**src/gdoy_pkg.sv**
```systemverilog
// Shared types, constants and the month-length table of the day-of-year converter.
`default_nettype none

package gdoy_pkg;

  // Operation codes carried in the func field of a request.
  localparam logic FuncDateToYday = 1'b0;
  localparam logic FuncYdayToDate = 1'b1;

  // Status codes of a result.
  localparam logic StatusOk  = 1'b0;
  localparam logic StatusBad = 1'b1;

  localparam logic [8:0] DaysCommon   = 9'd365;
  localparam logic [8:0] DaysLeap     = 9'd366;
  localparam logic [3:0] MonthsPerYr  = 4'd12;
  localparam logic [3:0] LastMonthIdx = 4'd11;

  // floor(y / 25) == (y * 5243) >> 17 holds for every y below 43690, which
  // covers all non-negative 16-bit years.
  localparam int unsigned  YearBits    = 15;
  localparam int unsigned  Recip25Bits = 13;
  localparam int unsigned  ProdBits    = YearBits + Recip25Bits;
  localparam int unsigned  Recip25Sh   = 17;
  localparam int unsigned  QuoBits     = ProdBits - Recip25Sh;
  localparam logic [Recip25Bits-1:0] Recip25 = 13'd5243;
  localparam logic [YearBits-1:0]    Div25   = 15'd25;

  // Controller to datapath commands.
  typedef struct packed {
    logic capture;  // latch the accepted request
    logic divide;   // register the quotient of year by 25
    logic check;    // settle leap year, validity and start the month walk
    logic step;     // advance the month walk by one month
    logic emit;     // load the result register
  } gdoy_cmd_t;

  // Datapath to controller status.
  typedef struct packed {
    logic bad;   // request is invalid (valid during the check command)
    logic more;  // the month walk needs another step
  } gdoy_sts_t;

  // Length of month idx (0 = January); zero for indexes past December.
  function automatic logic [4:0] month_len(input logic leap, input logic [3:0] idx);
    logic [4:0] len;
    case (idx)
      4'd0, 4'd2, 4'd4, 4'd6, 4'd7, 4'd9, 4'd11: len = 5'd31;
      4'd3, 4'd5, 4'd8, 4'd10:                   len = 5'd30;
      4'd1:                                       len = leap ? 5'd29 : 5'd28;
      default:                                    len = 5'd0;
    endcase
    return len;
  endfunction

endpackage

`default_nettype wire

```
**src/gdoy_if.sv**
```systemverilog
// Request and result channel interfaces of the day-of-year converter.
`default_nettype none

interface gdoy_req_if;
  logic               valid;
  logic               ready;
  logic               func;
  logic signed [15:0] year;
  logic        [3:0]  month_in;
  logic signed [9:0]  day_value;

  modport source (output valid, func, year, month_in, day_value, input ready);
  modport sink   (input valid, func, year, month_in, day_value, output ready);
endinterface

interface gdoy_rsp_if;
  logic       valid;
  logic       ready;
  logic       status;
  logic [8:0] year_day;
  logic [3:0] month_out;
  logic [4:0] day_out;

  modport source (output valid, status, year_day, month_out, day_out, input ready);
  modport sink   (input valid, status, year_day, month_out, day_out, output ready);
endinterface

`default_nettype wire

```
**src/gdoy_datapath.sv**
```systemverilog
// Datapath: request registers, leap-year divider, month walk and result register.
`default_nettype none

module gdoy_datapath (
  input  wire logic               clk_i,
  input  wire logic               rst_ni,
  input  wire logic               func_i,
  input  wire logic signed [15:0] year_i,
  input  wire logic        [3:0]  month_in_i,
  input  wire logic signed [9:0]  day_value_i,
  input  wire gdoy_pkg::gdoy_cmd_t cmd_i,
  output gdoy_pkg::gdoy_sts_t     sts_o,
  output logic                    status_o,
  output logic [8:0]              year_day_o,
  output logic [3:0]              month_out_o,
  output logic [4:0]              day_out_o
);
  import gdoy_pkg::*;

  logic               func_q;
  logic [15:0]        year_q;
  logic [3:0]         month_q;
  logic [9:0]         dv_q;
  logic [QuoBits-1:0] quo_q, quo_d;
  logic               leap_q, leap_d;
  logic               bad_q, bad_d;
  logic [8:0]         val_q;
  logic [3:0]         mon_q;
  logic [ProdBits-1:0] prod;
  logic [YearBits-1:0] rem25;
  logic               div4, div16, div25;
  logic               dv_pos, month_ok, date_ok, yday_ok;
  logic [4:0]         chk_len, walk_len;
  logic [8:0]         yday_max;
  logic               status_q;
  logic [8:0]         year_day_q;
  logic [3:0]         month_out_q;
  logic [4:0]         day_out_q;

  // Quotient of the year by 25 through a reciprocal multiplication.
  assign prod  = ProdBits'(year_q[YearBits-1:0]) * ProdBits'(Recip25);
  assign quo_d = prod[ProdBits-1:Recip25Sh];

  // Divisible by 100 means by 4 and 25; divisible by 400 means by 16 and 25.
  always_comb begin
    rem25    = year_q[YearBits-1:0] - YearBits'(quo_q) * Div25;
    div4     = (year_q[1:0] == 2'b00);
    div16    = (year_q[3:0] == 4'b0000);
    div25    = (rem25 == '0);
    leap_d   = div4 && (!div25 || div16);
    dv_pos   = !dv_q[9] && (dv_q != '0);
    month_ok = month_q inside {[4'd1:MonthsPerYr]};
    chk_len  = month_len(leap_d, month_q - 4'd1);
    date_ok  = month_ok && dv_pos && (dv_q[8:0] <= 9'(chk_len));
    yday_max = leap_d ? DaysLeap : DaysCommon;
    yday_ok  = dv_pos && (dv_q[8:0] <= yday_max);
    bad_d    = year_q[15] || ((func_q == FuncYdayToDate) ? !yday_ok : !date_ok);
  end

  // Walk over the months: add lengths of whole months before the given one,
  // or take whole month lengths off the day of year until it fits.
  always_comb begin
    walk_len = month_len(leap_q, mon_q);
    if (func_q == FuncYdayToDate) begin
      sts_o.more = (mon_q < LastMonthIdx) && (val_q > 9'(walk_len));
    end else begin
      sts_o.more = ((5'(mon_q) + 5'd1) < 5'(month_q));
    end
    sts_o.bad = bad_d;
  end

  always_ff @(posedge clk_i) begin
    if (cmd_i.capture) begin
      func_q  <= func_i;
      year_q  <= year_i;
      month_q <= month_in_i;
      dv_q    <= day_value_i;
    end
    if (cmd_i.divide) begin
      quo_q <= quo_d;
    end
    if (cmd_i.check) begin
      leap_q <= leap_d;
      bad_q  <= bad_d;
      val_q  <= dv_q[8:0];
    end else if (cmd_i.step) begin
      val_q <= (func_q == FuncYdayToDate) ? val_q - 9'(walk_len) : val_q + 9'(walk_len);
    end
  end

  always_ff @(posedge clk_i or negedge rst_ni) begin
    if (!rst_ni) begin
      mon_q <= '0;
    end else if (cmd_i.check) begin
      mon_q <= '0;
    end else if (cmd_i.step) begin
      mon_q <= mon_q + 4'd1;
    end
  end

  always_ff @(posedge clk_i) begin
    if (cmd_i.emit) begin
      status_q    <= bad_q ? StatusBad : StatusOk;
      year_day_q  <= (!bad_q && func_q == FuncDateToYday) ? val_q : '0;
      month_out_q <= (!bad_q && func_q == FuncYdayToDate) ? mon_q + 4'd1 : '0;
      day_out_q   <= (!bad_q && func_q == FuncYdayToDate) ? val_q[4:0] : '0;
    end
  end

  assign status_o    = status_q;
  assign year_day_o  = year_day_q;
  assign month_out_o = month_out_q;
  assign day_out_o   = day_out_q;

`ifndef SYNTH
  a_mon_bounded: assert property (@(posedge clk_i) disable iff (!rst_ni)
    mon_q <= LastMonthIdx)
    else $error("month walk ran past December");

  a_good_nonzero: assert property (@(posedge clk_i) disable iff (!rst_ni)
    (cmd_i.emit && !bad_q) |=> (status_q == StatusOk) &&
      ((func_q == FuncYdayToDate) ? (month_out_q != '0 && day_out_q != '0)
                                  : (year_day_q != '0)))
    else $error("valid result carries a zero field");
`endif

endmodule

`default_nettype wire

```
**src/gdoy_ctrl.sv**
```systemverilog
// Controller: sequences capture, divide, check, month walk and result load.
`default_nettype none

module gdoy_ctrl (
  input  wire logic                clk_i,
  input  wire logic                rst_ni,
  input  wire logic                req_valid_i,
  output logic                     req_ready_o,
  input  wire logic                rsp_ready_i,
  output logic                     rsp_valid_o,
  input  wire gdoy_pkg::gdoy_sts_t sts_i,
  output gdoy_pkg::gdoy_cmd_t      cmd_o
);
  import gdoy_pkg::*;

  typedef enum logic [4:0] {
    S_IDLE  = 5'b00001,
    S_DIV   = 5'b00010,
    S_CHK   = 5'b00100,
    S_WALK  = 5'b01000,
    S_DONE  = 5'b10000
  } gdoy_state_e;

  gdoy_state_e state_q, state_d;
  logic        out_valid_q, out_valid_d;
  logic        out_free;

  assign out_free    = !out_valid_q || rsp_ready_i;
  assign req_ready_o = (state_q == S_IDLE);
  assign rsp_valid_o = out_valid_q;

  always_comb begin
    state_d = state_q;
    cmd_o   = '0;
    case (state_q)
      S_IDLE: begin
        if (req_valid_i) begin
          cmd_o.capture = 1'b1;
          state_d       = S_DIV;
        end
      end
      S_DIV: begin
        cmd_o.divide = 1'b1;
        state_d      = S_CHK;
      end
      S_CHK: begin
        cmd_o.check = 1'b1;
        state_d     = sts_i.bad ? S_DONE : S_WALK;
      end
      S_WALK: begin
        if (sts_i.more) begin
          cmd_o.step = 1'b1;
        end else begin
          state_d = S_DONE;
        end
      end
      S_DONE: begin
        if (out_free) begin
          cmd_o.emit = 1'b1;
          state_d    = S_IDLE;
        end
      end
      default: state_d = S_IDLE;
    endcase
  end

  always_comb begin
    out_valid_d = out_valid_q;
    if (cmd_o.emit) begin
      out_valid_d = 1'b1;
    end else if (rsp_ready_i) begin
      out_valid_d = 1'b0;
    end
  end

  always_ff @(posedge clk_i or negedge rst_ni) begin
    if (!rst_ni) begin
      state_q     <= S_IDLE;
      out_valid_q <= 1'b0;
    end else begin
      state_q     <= state_d;
      out_valid_q <= out_valid_d;
    end
  end

`ifndef SYNTH
  a_accept_starts: assert property (@(posedge clk_i) disable iff (!rst_ni)
    (req_valid_i && req_ready_o) |=> (state_q == S_DIV))
    else $error("accepted request did not start the divide step");

  a_bad_skips_walk: assert property (@(posedge clk_i) disable iff (!rst_ni)
    (state_q == S_CHK && sts_i.bad) |=> (state_q == S_DONE))
    else $error("invalid request entered the month walk");

  a_emit_shows: assert property (@(posedge clk_i) disable iff (!rst_ni)
    cmd_o.emit |=> (rsp_valid_o && state_q == S_IDLE))
    else $error("loaded result is not presented");

  a_no_overwrite: assert property (@(posedge clk_i) disable iff (!rst_ni)
    cmd_o.emit |-> (!out_valid_q || rsp_ready_i))
    else $error("result register overwritten while still pending");
`endif

endmodule

`default_nettype wire

```
**src/gregorian_day_of_year_converter_top.sv**
```systemverilog
// Top level of the Gregorian day-of-year converter.
//
// The block takes one request at a time on req_i and returns one result on
// rsp_o for every request. A request with func 0 turns year, month and day
// into the day of the year; func 1 turns year and day of year into month and
// day. Invalid requests return status 1 with all other result fields zero.
// A request passes through the divide and check steps; an invalid one then goes
// straight to the result load, while a valid one first walks the month table
// across k (0 to 11) whole months, one month-table entry visited per cycle.
// The next request is accepted the cycle after the result is loaded.
// The result sits in its own output register: while the receiver stalls it
// holds steady, and the block accepts and works on the next request, only
// waiting at the end of that work until the pending result is taken.
// Reset clears the controller and the output valid flag; no result is
// pending afterward and the block is ready for a request at once.
`default_nettype none

module gregorian_day_of_year_converter_top (
  input  wire logic clk_i,
  input  wire logic rst_ni,
  gdoy_req_if.sink  req_i,
  gdoy_rsp_if.source rsp_o
);
  import gdoy_pkg::*;

  gdoy_cmd_t cmd;
  gdoy_sts_t sts;

  // The controller steps through the work of one request.
  gdoy_ctrl u_ctrl (
    .clk_i       (clk_i),
    .rst_ni      (rst_ni),
    .req_valid_i (req_i.valid),
    .req_ready_o (req_i.ready),
    .rsp_ready_i (rsp_o.ready),
    .rsp_valid_o (rsp_o.valid),
    .sts_i       (sts),
    .cmd_o       (cmd)
  );

  // The datapath holds the request, the month walk and the result register.
  gdoy_datapath u_datapath (
    .clk_i       (clk_i),
    .rst_ni      (rst_ni),
    .func_i      (req_i.func),
    .year_i      (req_i.year),
    .month_in_i  (req_i.month_in),
    .day_value_i (req_i.day_value),
    .cmd_i       (cmd),
    .sts_o       (sts),
    .status_o    (rsp_o.status),
    .year_day_o  (rsp_o.year_day),
    .month_out_o (rsp_o.month_out),
    .day_out_o   (rsp_o.day_out)
  );

endmodule

`default_nettype wire

```
**src/flat_wrapper.sv**
```systemverilog
// flat-port wrapper written by rule: the top's interface ports become plain ports
module gregorian_day_of_year_converter_top_flat import gdoy_pkg::*;
  (clk_i, rst_ni, req_i_valid, req_i_func, req_i_year, req_i_month_in, req_i_day_value, req_i_ready, rsp_o_valid, rsp_o_status, rsp_o_year_day, rsp_o_month_out, rsp_o_day_out, rsp_o_ready);
  gdoy_req_if req_i_i ();
  gdoy_rsp_if rsp_o_i ();
  input  wire logic clk_i;
  input  wire logic rst_ni;
  input wire logic [$bits(req_i_i.valid)-1:0] req_i_valid;
  input wire logic [$bits(req_i_i.func)-1:0] req_i_func;
  input wire logic [$bits(req_i_i.year)-1:0] req_i_year;
  input wire logic [$bits(req_i_i.month_in)-1:0] req_i_month_in;
  input wire logic [$bits(req_i_i.day_value)-1:0] req_i_day_value;
  output wire logic [$bits(req_i_i.ready)-1:0] req_i_ready;
  output wire logic [$bits(rsp_o_i.valid)-1:0] rsp_o_valid;
  output wire logic [$bits(rsp_o_i.status)-1:0] rsp_o_status;
  output wire logic [$bits(rsp_o_i.year_day)-1:0] rsp_o_year_day;
  output wire logic [$bits(rsp_o_i.month_out)-1:0] rsp_o_month_out;
  output wire logic [$bits(rsp_o_i.day_out)-1:0] rsp_o_day_out;
  input wire logic [$bits(rsp_o_i.ready)-1:0] rsp_o_ready;
  assign req_i_i.valid = req_i_valid;
  assign req_i_i.func = req_i_func;
  assign req_i_i.year = req_i_year;
  assign req_i_i.month_in = req_i_month_in;
  assign req_i_i.day_value = req_i_day_value;
  assign req_i_ready = req_i_i.ready;
  assign rsp_o_valid = rsp_o_i.valid;
  assign rsp_o_status = rsp_o_i.status;
  assign rsp_o_year_day = rsp_o_i.year_day;
  assign rsp_o_month_out = rsp_o_i.month_out;
  assign rsp_o_day_out = rsp_o_i.day_out;
  assign rsp_o_i.ready = rsp_o_ready;
  gregorian_day_of_year_converter_top u_core (.clk_i(clk_i), .rst_ni(rst_ni), .req_i(req_i_i), .rsp_o(rsp_o_i));
endmodule
```
**config.mk**
```make
export PLATFORM = sky130hd
export DESIGN_NAME = gregorian_day_of_year_converter_top_flat
export DESIGN_NICKNAME = d
export VERILOG_FILES = /design/src/gdoy_pkg.sv /design/src/gdoy_if.sv /design/src/gdoy_datapath.sv /design/src/gdoy_ctrl.sv /design/src/gregorian_day_of_year_converter_top.sv /design/src/flat_wrapper.sv
export SDC_FILE = /design/constraint.sdc
export NUM_CORES = 1
export LEC_CHECK = 0
export ABC_CLOCK_PERIOD_IN_PS = 7600
export BUFFER_PORTS_ARGS = -buffer_cell sky130_fd_sc_hd__buf_2
export CORE_ASPECT_RATIO = 1.75
export CORE_MARGIN = 10
export CORE_UTILIZATION = 38
export DETAILED_ROUTE_END_ITERATION = 8
export GPL_TIMING_DRIVEN = 0
export PLACE_DENSITY_LB_ADDON = 0.1
export RECOVER_POWER = 50
export SYNTH_ARGS = -nofsm -noshare
export SYNTH_HDL_FRONTEND = slang
export SYNTH_HIERARCHICAL = 1
export SYNTH_SLANG_ARGS = --single-unit
```
**constraint.sdc**
```tcl
create_clock -name clk_i -period 7.6 [get_ports clk_i]
set_input_delay 0.38 -clock clk_i [delete_from_list [all_inputs] [get_ports clk_i]]
set_output_delay 0.38 -clock clk_i [all_outputs]
set_load 0.1 [all_outputs]
```
# Word-level counts from Yosys, hierarchy flattened
# Cells that the tools add are included.
dict set report op_classes {
  n_addsub 6
  mul 2
  order_cmp 7
  eq_ne 30
  n_mux 28
  bitwise 1
  reduce_logical 31
}
# op count
set ops {}
lappend ops {{$eq A4 B3 Y1 const B} 8}
lappend ops {{$eq A4 B4 Y1 const B} 8}
lappend ops {{$pmux W5 S3} 2}
lappend ops {{$mul A15 B13 Y28 const B} 1}
lappend ops {{$mux W9} 3}
lappend ops {{$pmux W5 S5} 1}
lappend ops {{$mux W5} 4}
lappend ops {{$eq A4 B2 Y1 const B} 4}
lappend ops {{$logic_not A15 Y1} 1}
lappend ops {{$mul A11 B5 Y15 const B} 1}
lappend ops {{$mux W1} 15}
lappend ops {{$sub A15 B15 Y15} 1}
lappend ops {{$reduce_or A7 Y1} 2}
lappend ops {{$logic_not A4 Y1} 3}
lappend ops {{$reduce_bool A10 Y1} 1}
lappend ops {{$add A9 B5 Y9} 1}
lappend ops {{$gt A9 B5 Y1} 1}
lappend ops {{$le A9 B5 Y1} 1}
lappend ops {{$le A9 B9 Y1} 1}
lappend ops {{$logic_and A1 B1 Y1} 9}
lappend ops {{$sub A9 B5 Y9} 1}
lappend ops {{$eq A4 B1 Y1 const B} 2}
lappend ops {{$mux W4} 2}
lappend ops {{$reduce_or A4 Y1} 2}
lappend ops {{other kinds (20)} 30}
dict set report totals {
  register_bits 82
  in_bits 35
  output_inout_bits 21
  elab_cells 120
}

# Logic depth before layout (Yosys ltp)
# Gate-level depths: netlist of run 1.
dict set report depth {
  depth_word 15
  mapped_depth 27
  mapped_depth_nobuf 26
}

# Modules after synthesis
# The synthesis of run 1 kept the hierarchy.
# mod n_inst cells_per_inst area_per_inst_um2 seq_area_each_um2
set modules_own_cells {}
lappend modules_own_cells {gdoy_datapath 1 778 8505.7 2262.2}
lappend modules_own_cells {gdoy_ctrl 1 38 357.8 151.4}

# Worst setup path after synthesis of run 1
# No wires, ideal clock.
dict set report synth_timing {
  path_kind {reg2reg}
  startpoint {reg u_core.u_datapath.year_q[5]}
  endpoint {reg u_core.u_ctrl.state_q[4]}
  arrival_time_ps 5313
  t_required_ps 7477
  setup_slack_ps 2165
  stages_incl_launch_ff 23
  n_path_buf 1
  period_less_slack_ps 5435
  path_cell_list {edfxtp_1 inv_1 ha_1 fa_1 fa_1 inv_1 ha_1 o21ai_1 nand2b_1 a221o_1 mux2_4 a2111o_1 o21ai_2 ha_1 a21oi_1 o21bai_1 a31o_2 a2111oi_0 o21ai_0 buf_4 nand3_1 nor3_1 o221a_2}
}
dict set report synth_between {
  elab_chain_cells 14
  word_cells_on_any_way 18
}
# item line
set synth_lines {}
lappend synth_lines {{start: declaration} gdoy_datapath.sv:21} ;# logic [15:0] year_q;
lappend synth_lines {{start signal: assignment} gdoy_datapath.sv:75} ;# year_q <= year_i;
lappend synth_lines {{$sub A15 B15 Y15 (*)} gdoy_datapath.sv:46} ;# rem25 = year_q[YearBits-1:0] - YearBits'(quo_q) * Div25;
lappend synth_lines {{$logic_not A15 Y1 (*)} gdoy_datapath.sv:49} ;# div25 = (rem25 == '0);
lappend synth_lines {{$logic_not A1 Y1 (*)} gdoy_datapath.sv:50} ;# leap_d = div4 && (!div25 || div16);
lappend synth_lines {{$logic_or A1 B1 Y1 (*)} gdoy_datapath.sv:50}
lappend synth_lines {{$logic_and A1 B1 Y1 (*)} gdoy_datapath.sv:50}
lappend synth_lines {{$mux W1} gdoy_pkg.sv:50} ;# 4'd1: len = leap ? 5'd29 : 5'd28;
lappend synth_lines {{$pmux W5 S3} gdoy_pkg.sv:47} ;# case (idx)
lappend synth_lines {{$le A9 B5 Y1} gdoy_datapath.sv:54} ;# date_ok = month_ok && dv_pos && (dv_q[8:0] <= 9'(chk_len));
lappend synth_lines {{$logic_and A1 B1 Y1} gdoy_datapath.sv:54}
lappend synth_lines {{$logic_not A1 Y1} gdoy_datapath.sv:57} ;# bad_d = year_q[15] || ((func_q == FuncYdayToDate) ? !yday_ok : !date_ok);
lappend synth_lines {{$mux W1 (*)} gdoy_datapath.sv:57}
lappend synth_lines {{$logic_or A1 B1 Y1 (*)} gdoy_datapath.sv:57}
lappend synth_lines {{named net u_core.u_datapath.bad_d} gdoy_datapath.sv:26} ;# logic bad_q, bad_d;
lappend synth_lines {{$mux W5 (*)} gdoy_ctrl.sv:48} ;# state_d = sts_i.bad ? S_DONE : S_WALK;
lappend synth_lines {{$pmux W5 S5 (*)} gdoy_ctrl.sv:35} ;# case (state_q)
lappend synth_lines {{end signal: assignment} gdoy_ctrl.sv:81} ;# state_q <= state_d;
lappend synth_lines {{end: declaration} gdoy_ctrl.sv:24} ;# gdoy_state_e state_q, state_d;
# Mark *: on every way through the listed nets, which the timed path passes. The rest lies on a longest branch.
# A chain may end at the register's enable or synchronous reset.

# Worst setup path after layout of run 1
dict set report layout_timing {
  startpoint {reg u_core.u_datapath.year_q[7]}
  endpoint {reg u_core.u_ctrl.state_q[4]}
}
# The elaborated chain is that of the path after synthesis.

==> flow_summary.json, run 1 <==
{
  "root_buffer": "clkbuf_16",
  "dp_hpwl_mm": 17.5,
  "coreArea_um2": 22800,
  "grt_overflow": 0,
  "setup_tns_ps": 0,
  "r2r_cells": 23,
  "r2r_end": "u_core/u_ctrl/state_q[4]",
  "drtPass1Iterations": 4,
  "reg2reg_slack_ps": 1120,
  "worstPathRequired_ps": 7860,
  "worstPathArrival_ps": 6740,
  "first_iter_violations": 144,
  "ys_ff_latch": 82,
  "drive_gt1_share_pct": 7.88,
  "period_share_pct": 85.2,
  "rsz0062_at_grt": "false",
  "syn_avg_cell_area_um2": 10.9,
  "clock-skew-final_ps": 14.9,
  "synth_ff_type": "edfxtp_1",
  "ys_seq_area_share_pct": 27.2,
  "area_growth_pct": 10.3,
  "die-area_um2": 30100,
  "setup.worst_path.end_class": "flip-flop",
  "start_util_pct": 38.8,
  "fin_nets": 1173,
  "clk_pin_slew_ps": 80,
  "post_drt_wl_per_cell_um": 17.1,
  "maxCapViolations": 0,
  "drc": 0,
  "regToRegStartpoint": "u_core/u_datapath/year_q[7]",
  "viasPerCell": 4.87,
  "grt_usage_pct": 14.7,
  "fmax_mhz": 154,
  "tightest_slew_ps": 1200,
  "setup_violations": 0,
  "hold_viol": 0,
  "whs_endpoint": "u_core/u_datapath/year_q[4]",
  "cts_setup_buffers": 0,
  "grt_max_degree": 32,
  "io_pins": 56,
  "crit_path_start_kind": "flip-flop",
  "synth.cell_area_um2": 8860,
  "grt_pass1_vias": 6633,
  "slew_headroom_pct": 20.4,
  "ant_nets": 0,
  "critPathMaxFanout": 7,
  "cts_max_level": 3,
  "cts.repair.resized": 0,
  "holdPathStages": 1,
  "clock_latency_ps": 380,
  "synth-warning-count": 6,
  "num_rows": 73,
  "ys_top_cells_by_area": "edfxtp_1, ha_1, fa_1",
  "hp-class": "in2reg",
  "final_common_cell": "inv_1",
  "grt_pass1_wl_mm": 34.1,
  "fp.dieH_um": 222,
  "die_w_um": 135,
  "ys_types": 66,
  "synth_nets": 1106,
  "cts_tree": "done",
  "antenna_found_initial": 0,
  "via_count": 5790,
  "final_cell_mix": "inv_1, ha_1, fa_1",
  "period_needed_ps": 6480,
  "cts_made_buffers": 9,
  "ys_async_sr_fraction_pct": 12.2,
  "status": "completed",
  "clockBufferDepth": 2,
  "yosysTopAreaCell": "edfxtp_1",
  "gp_congestion": 0.823,
  "drv_slew": 0,
  "wirelength_mm": 20.3,
  "synth_edf_count": 72,
  "insertedDiodeCount": 0,
  "crit_type": "reg2reg",
  "portBuffers": 55,
  "cts_sinks": 82,
  "fillers": 2301,
  "synth_top_area_share_pct": 24.4,
  "netlist_instances": 816,
  "min-delay-start": "req_i_year[4]"
}
worst max-delay path by stage:
stage,start,to,slack [ps],depth (start not counted)
after floorplan,u_core/u_datapath/year_q[5],u_core/u_ctrl/state_q[4],2160,22
after global placement,u_core/u_datapath/year_q[5],u_core/u_ctrl/state_q[4],1050,23
after detailed placement,u_core/u_datapath/year_q[5],u_core/u_ctrl/state_q[4],1040,23
after CTS,u_core/u_datapath/year_q[5],u_core/u_ctrl/state_q[4],1010,23
after global routing,u_core/u_datapath/year_q[5],u_core/u_ctrl/state_q[4],570,23
final,u_core/u_datapath/year_q[7],u_core/u_ctrl/state_q[4],1120,23
cell families (layout without fill, tap and decap cells):
logic type,Yosys count,after routing,share of synthesized area [%]
fa+ha+maj,255,255,43.5
buf+inv,180,252,7.71
simple gates,144,144,8.65
compound gates,117,117,8.87
flops,82,82,27.2
xor+xnor,31,31,3.06
mux,7,7,0.946
synth_stat cells (all sizes together), types with 3 or more instances:
cell and instances:
or3 6, a21o 11, o21ai 33, nor2b 11, xnor2 20, o21bai 6
nand2 31, a21oi 19, inv 172, nor2 24, edfxtp 72, fa 89
or2 4, clkbuf 6, nor3 13, nand3 10, nand2b 7, xor2 11
dfrtp 9, o211ai 5, nand4 4, a31oi 5, nand3b 4, mux2 5
o21a 7, o22ai 3, or4 3, and2 15, a211oi 5, ha 166
flip-flops by register name (all words and copies together), names as in the netlist, 4 cells and up:
| signal | count |
|---|---|
| u_core/u_datapath/year_q | 16 |
| u_core/u_datapath/quo_q | 11 |
| u_core/u_datapath/dv_q | 10 |
| u_core/u_datapath/val_q | 9 |
| u_core/u_datapath/year_day_o | 9 |
| u_core/u_ctrl/state_q | 5 |
| u_core/u_datapath/day_out_o | 5 |
| u_core/u_datapath/mon_q | 4 |
| u_core/u_datapath/month_out_o | 4 |
| u_core/u_datapath/month_q | 4 |
metrics by stage:
stage	utilization, %	hold slack (ps)	cells	setup WS (ps)	area (um2)
after floorplan	-	84.4	816	2160	8860
after global placement	41.7	263	1171	1050	9510
after detailed placement	41.7	267	1171	1040	9520
after CTS	43.0	151	1188	1010	9810
after global routing	42.8	163	1188	567	9780
final	42.8	173	1188	1120	9780
worst max-delay path, stage by stage (launching register included):
cell and delay [ps]:
edfxtp_1 580, inv_1 180, ha_1 350, fa_1 470, fa_1 540, inv_1 40
ha_1 380, a21o_1 210, nand2_1 90, nand4_1 170, a41oi_1 240, o21ai_0 160
a2111o_1 460, o21ai_2 350, ha_1 320, a21oi_1 140, o21bai_1 80, a31o_2 240
a2111oi_0 440, o21ai_0 350, buf_4 240, nand3_1 70, nor3_1 50, o221a_2 230
timing repair:
action / CTS / global route
setup endpoints to repair: 0 / 0
hold buffers: 1 / 0
hold endpoints to repair: 9 / 0
per-layer routing:
metal  track usage (%)  part of all wire (%)  vias up
met5                 0                     0        -
met4              6.05                   3.1        0
met1              13.8                    34     2811
met2              29.5                    60       57
met3              2.31                   2.0       28
li1                  -                     -     2894
area by class of cell:
cell class / count / area (um2) / share of cell area, %
multi-input cells: 554 / 5760 / 58.9
flip-flops and latches: 82 / 2410 / 24.7
inverters: 172 / 646 / 6.60
well taps: 300 / 375 / 3.84
repair buffers: 56 / 259 / 2.65
clock buffers: 9 / 225 / 2.30
clock inverters: 7 / 62.6 / 0.640
plain buffers: 8 / 33.8 / 0.345
Power of run 1 is left out: the tool's default activity adds up to more than one toggle a clock period on the data nets, which glitch-free logic cannot reach.
==> inputs of run 2 (changes only) <==
- CELL_PAD_IN_SITES_DETAIL_PLACEMENT: default -> 0
- CELL_PAD_IN_SITES_GLOBAL_PLACEMENT: default -> 1
==> flow_summary.json, run 2 (same netlist as run 1, synthesis figures left out) <==
{
  "period_share_pct": 86.9,
  "hp-class": "in2reg",
  "path_cells": "inv_1, ha_1, fa_1, fa_1, inv_1, ha_1, o21ai_1, nand2b_1, a221o_1, a2111oi_0, o22a_1, o22ai_1, o21ai_2, ha_1, a21oi_1, o21bai_1, a31o_2, a2111oi_0, o21ai_0, buf_4, nand3_1, nor3_1, o221a_2",
  "worstPathRequired_ps": 7850,
  "crit_end": "u_core/u_ctrl/state_q[4]",
  "seqCellArea_um2": 2410,
  "cts.repair.resized": 0,
  "min-delay-start": "req_i_year[8]",
  "io_pins": 56,
  "reg2reg_slack_ps": 990,
  "crit_path_frequent_cell": "ha_1",
  "gp_congestion": 0.853,
  "dp_hpwl_mm": 18.8,
  "crit_path_start_kind": "flip-flop",
  "fmax_mhz": 151,
  "largestRegisters": "u_core/u_datapath/year_q (16), u_core/u_datapath/quo_q (11), u_core/u_datapath/dv_q (10)",
  "final_cell_mix": "inv_1, ha_1, fa_1",
  "holdWs_ps": 180,
  "fillers": 2262,
  "grt_usage_pct": 15.5,
  "fin_nets": 1174,
  "ant_nets": 0,
  "area_growth_pct": 11.1,
  "clock-skew-final_ps": 17.3,
  "post_drt_wl_per_cell_um": 18.4,
  "status": "completed",
  "start_util_pct": 38.8,
  "grt_pass1_wl_mm": 35.5,
  "setup_violations": 0,
  "cts_sinks": 82,
  "die-area_um2": 30100,
  "worstSetupStartpoint": "u_core/u_datapath/year_q[5]",
  "first_iter_violations": 208,
  "tightest_slew_ps": 1210,
  "antenna_found_initial": 0,
  "setup.worst_path.end_class": "flip-flop",
  "wirelength_mm": 21.8,
  "coreArea_um2": 22800,
  "maxCapViolations": 0,
  "drc": 0,
  "crit_type": "reg2reg",
  "multi_input_comb_area_um2": 5760,
  "top_register": "u_core/u_datapath/year_q",
  "final_common_cell": "inv_1",
  "drive_gt1_share_pct": 8.10,
  "drtPass1Iterations": 4,
  "viasPerCell": 4.97,
  "max_stage_delay_ps": 600,
  "insertedDiodeCount": 0,
  "worstPathArrival_ps": 6860,
  "cts_setup_buffers": 0,
  "regToRegStartpoint": "u_core/u_datapath/year_q[5]",
  "via_count": 5915,
  "r2r_end": "u_core/u_ctrl/state_q[4]",
  "cts_max_level": 3,
  "clock_latency_ps": 370,
  "num_rows": 73,
  "period_needed_ps": 6610,
  "fp.dieH_um": 222,
  "cts_made_buffers": 9,
  "cts_tree": "done",
  "clockBufferDepth": 2,
  "r2r_cells": 23,
  "slowest_stage": "edfxtp_1",
  "slew_headroom_pct": 19.6,
  "die_w_um": 135,
  "critPathMaxFanout": 6,
  "setup_tns_ps": 0,
  "drv_slew": 0,
  "rsz0062_at_grt": "false",
  "grt_max_degree": 32,
  "largest_reg_flops": 16,
  "root_buffer": "clkbuf_16",
  "portBuffers": 55,
  "hold_buffers": 1,
  "grt_pass1_vias": 6831,
  "grt_overflow": 0,
  "clk_pin_slew_ps": 80,
  "hold_viol": 0
}
## run 2: metal layers
layer / share of wire [%] / global-route usage, % / vias to the layer above
met5: 0 / 0 / -
met4: 1.9 / 4.94 / 0
met3: 2.1 / 2.56 / 24
met2: 63 / 33.0 / 61
met1: 33 / 13.4 / 2937
li1: - / - / 2893
## run 2: final cells by class
type                            count  area share (%)
Timing Repair Buffer               57            2.83
Multi-Input combinational cell    554            58.5
Clock buffer                        9            2.29
Tap cell                          300            3.81
Clock inverter                      7            1.09
Inverter                          172            6.56
Sequential cell                    82            24.5
Buffer                              8           0.343
## run 2: critical path: cells and delay by family (launching register included)
| family | cells | cell delay (ps) |
|---|---|---|
| AOI/OAI and AO/OA | 12 | 3160 |
| adders and majority gates | 5 | 2030 |
| DFF | 1 | 600 |
| buffers and inverters | 3 | 480 |
| and+or+nand+nor | 3 | 190 |
## run 2: worst min path at each step
stage | endpoint | slack (ps) | cells after the start
2_1_floorplan | u_core/u_ctrl/rsp_valid_o | 80 | 0
3_3_place_gp | u_core/u_ctrl/state_q[1] | 260 | 1
3_5_place_dp | u_core/u_ctrl/state_q[1] | 260 | 1
4_1_cts | u_core/u_datapath/year_q[8] | 160 | 1
5_1_grt | u_core/u_datapath/year_q[1] | 170 | 1
6_report | u_core/u_datapath/year_q[8] | 180 | 1
## run 2: stage by stage
stage | worst slack [ps] | util [%] | std cells | instance area, um2
3_5_place_dp | 952 | 41.8 | 1172 | 9540
4_1_cts | 899 | 43.3 | 1189 | 9880
6_report | 994 | 43.1 | 1189 | 9840
5_1_grt | 517 | 43.1 | 1189 | 9840
3_3_place_gp | 1050 | 41.7 | 1171 | 9510
2_1_floorplan | 2160 | - | 816 | 8860
Power of run 2 is left out for the same reason.
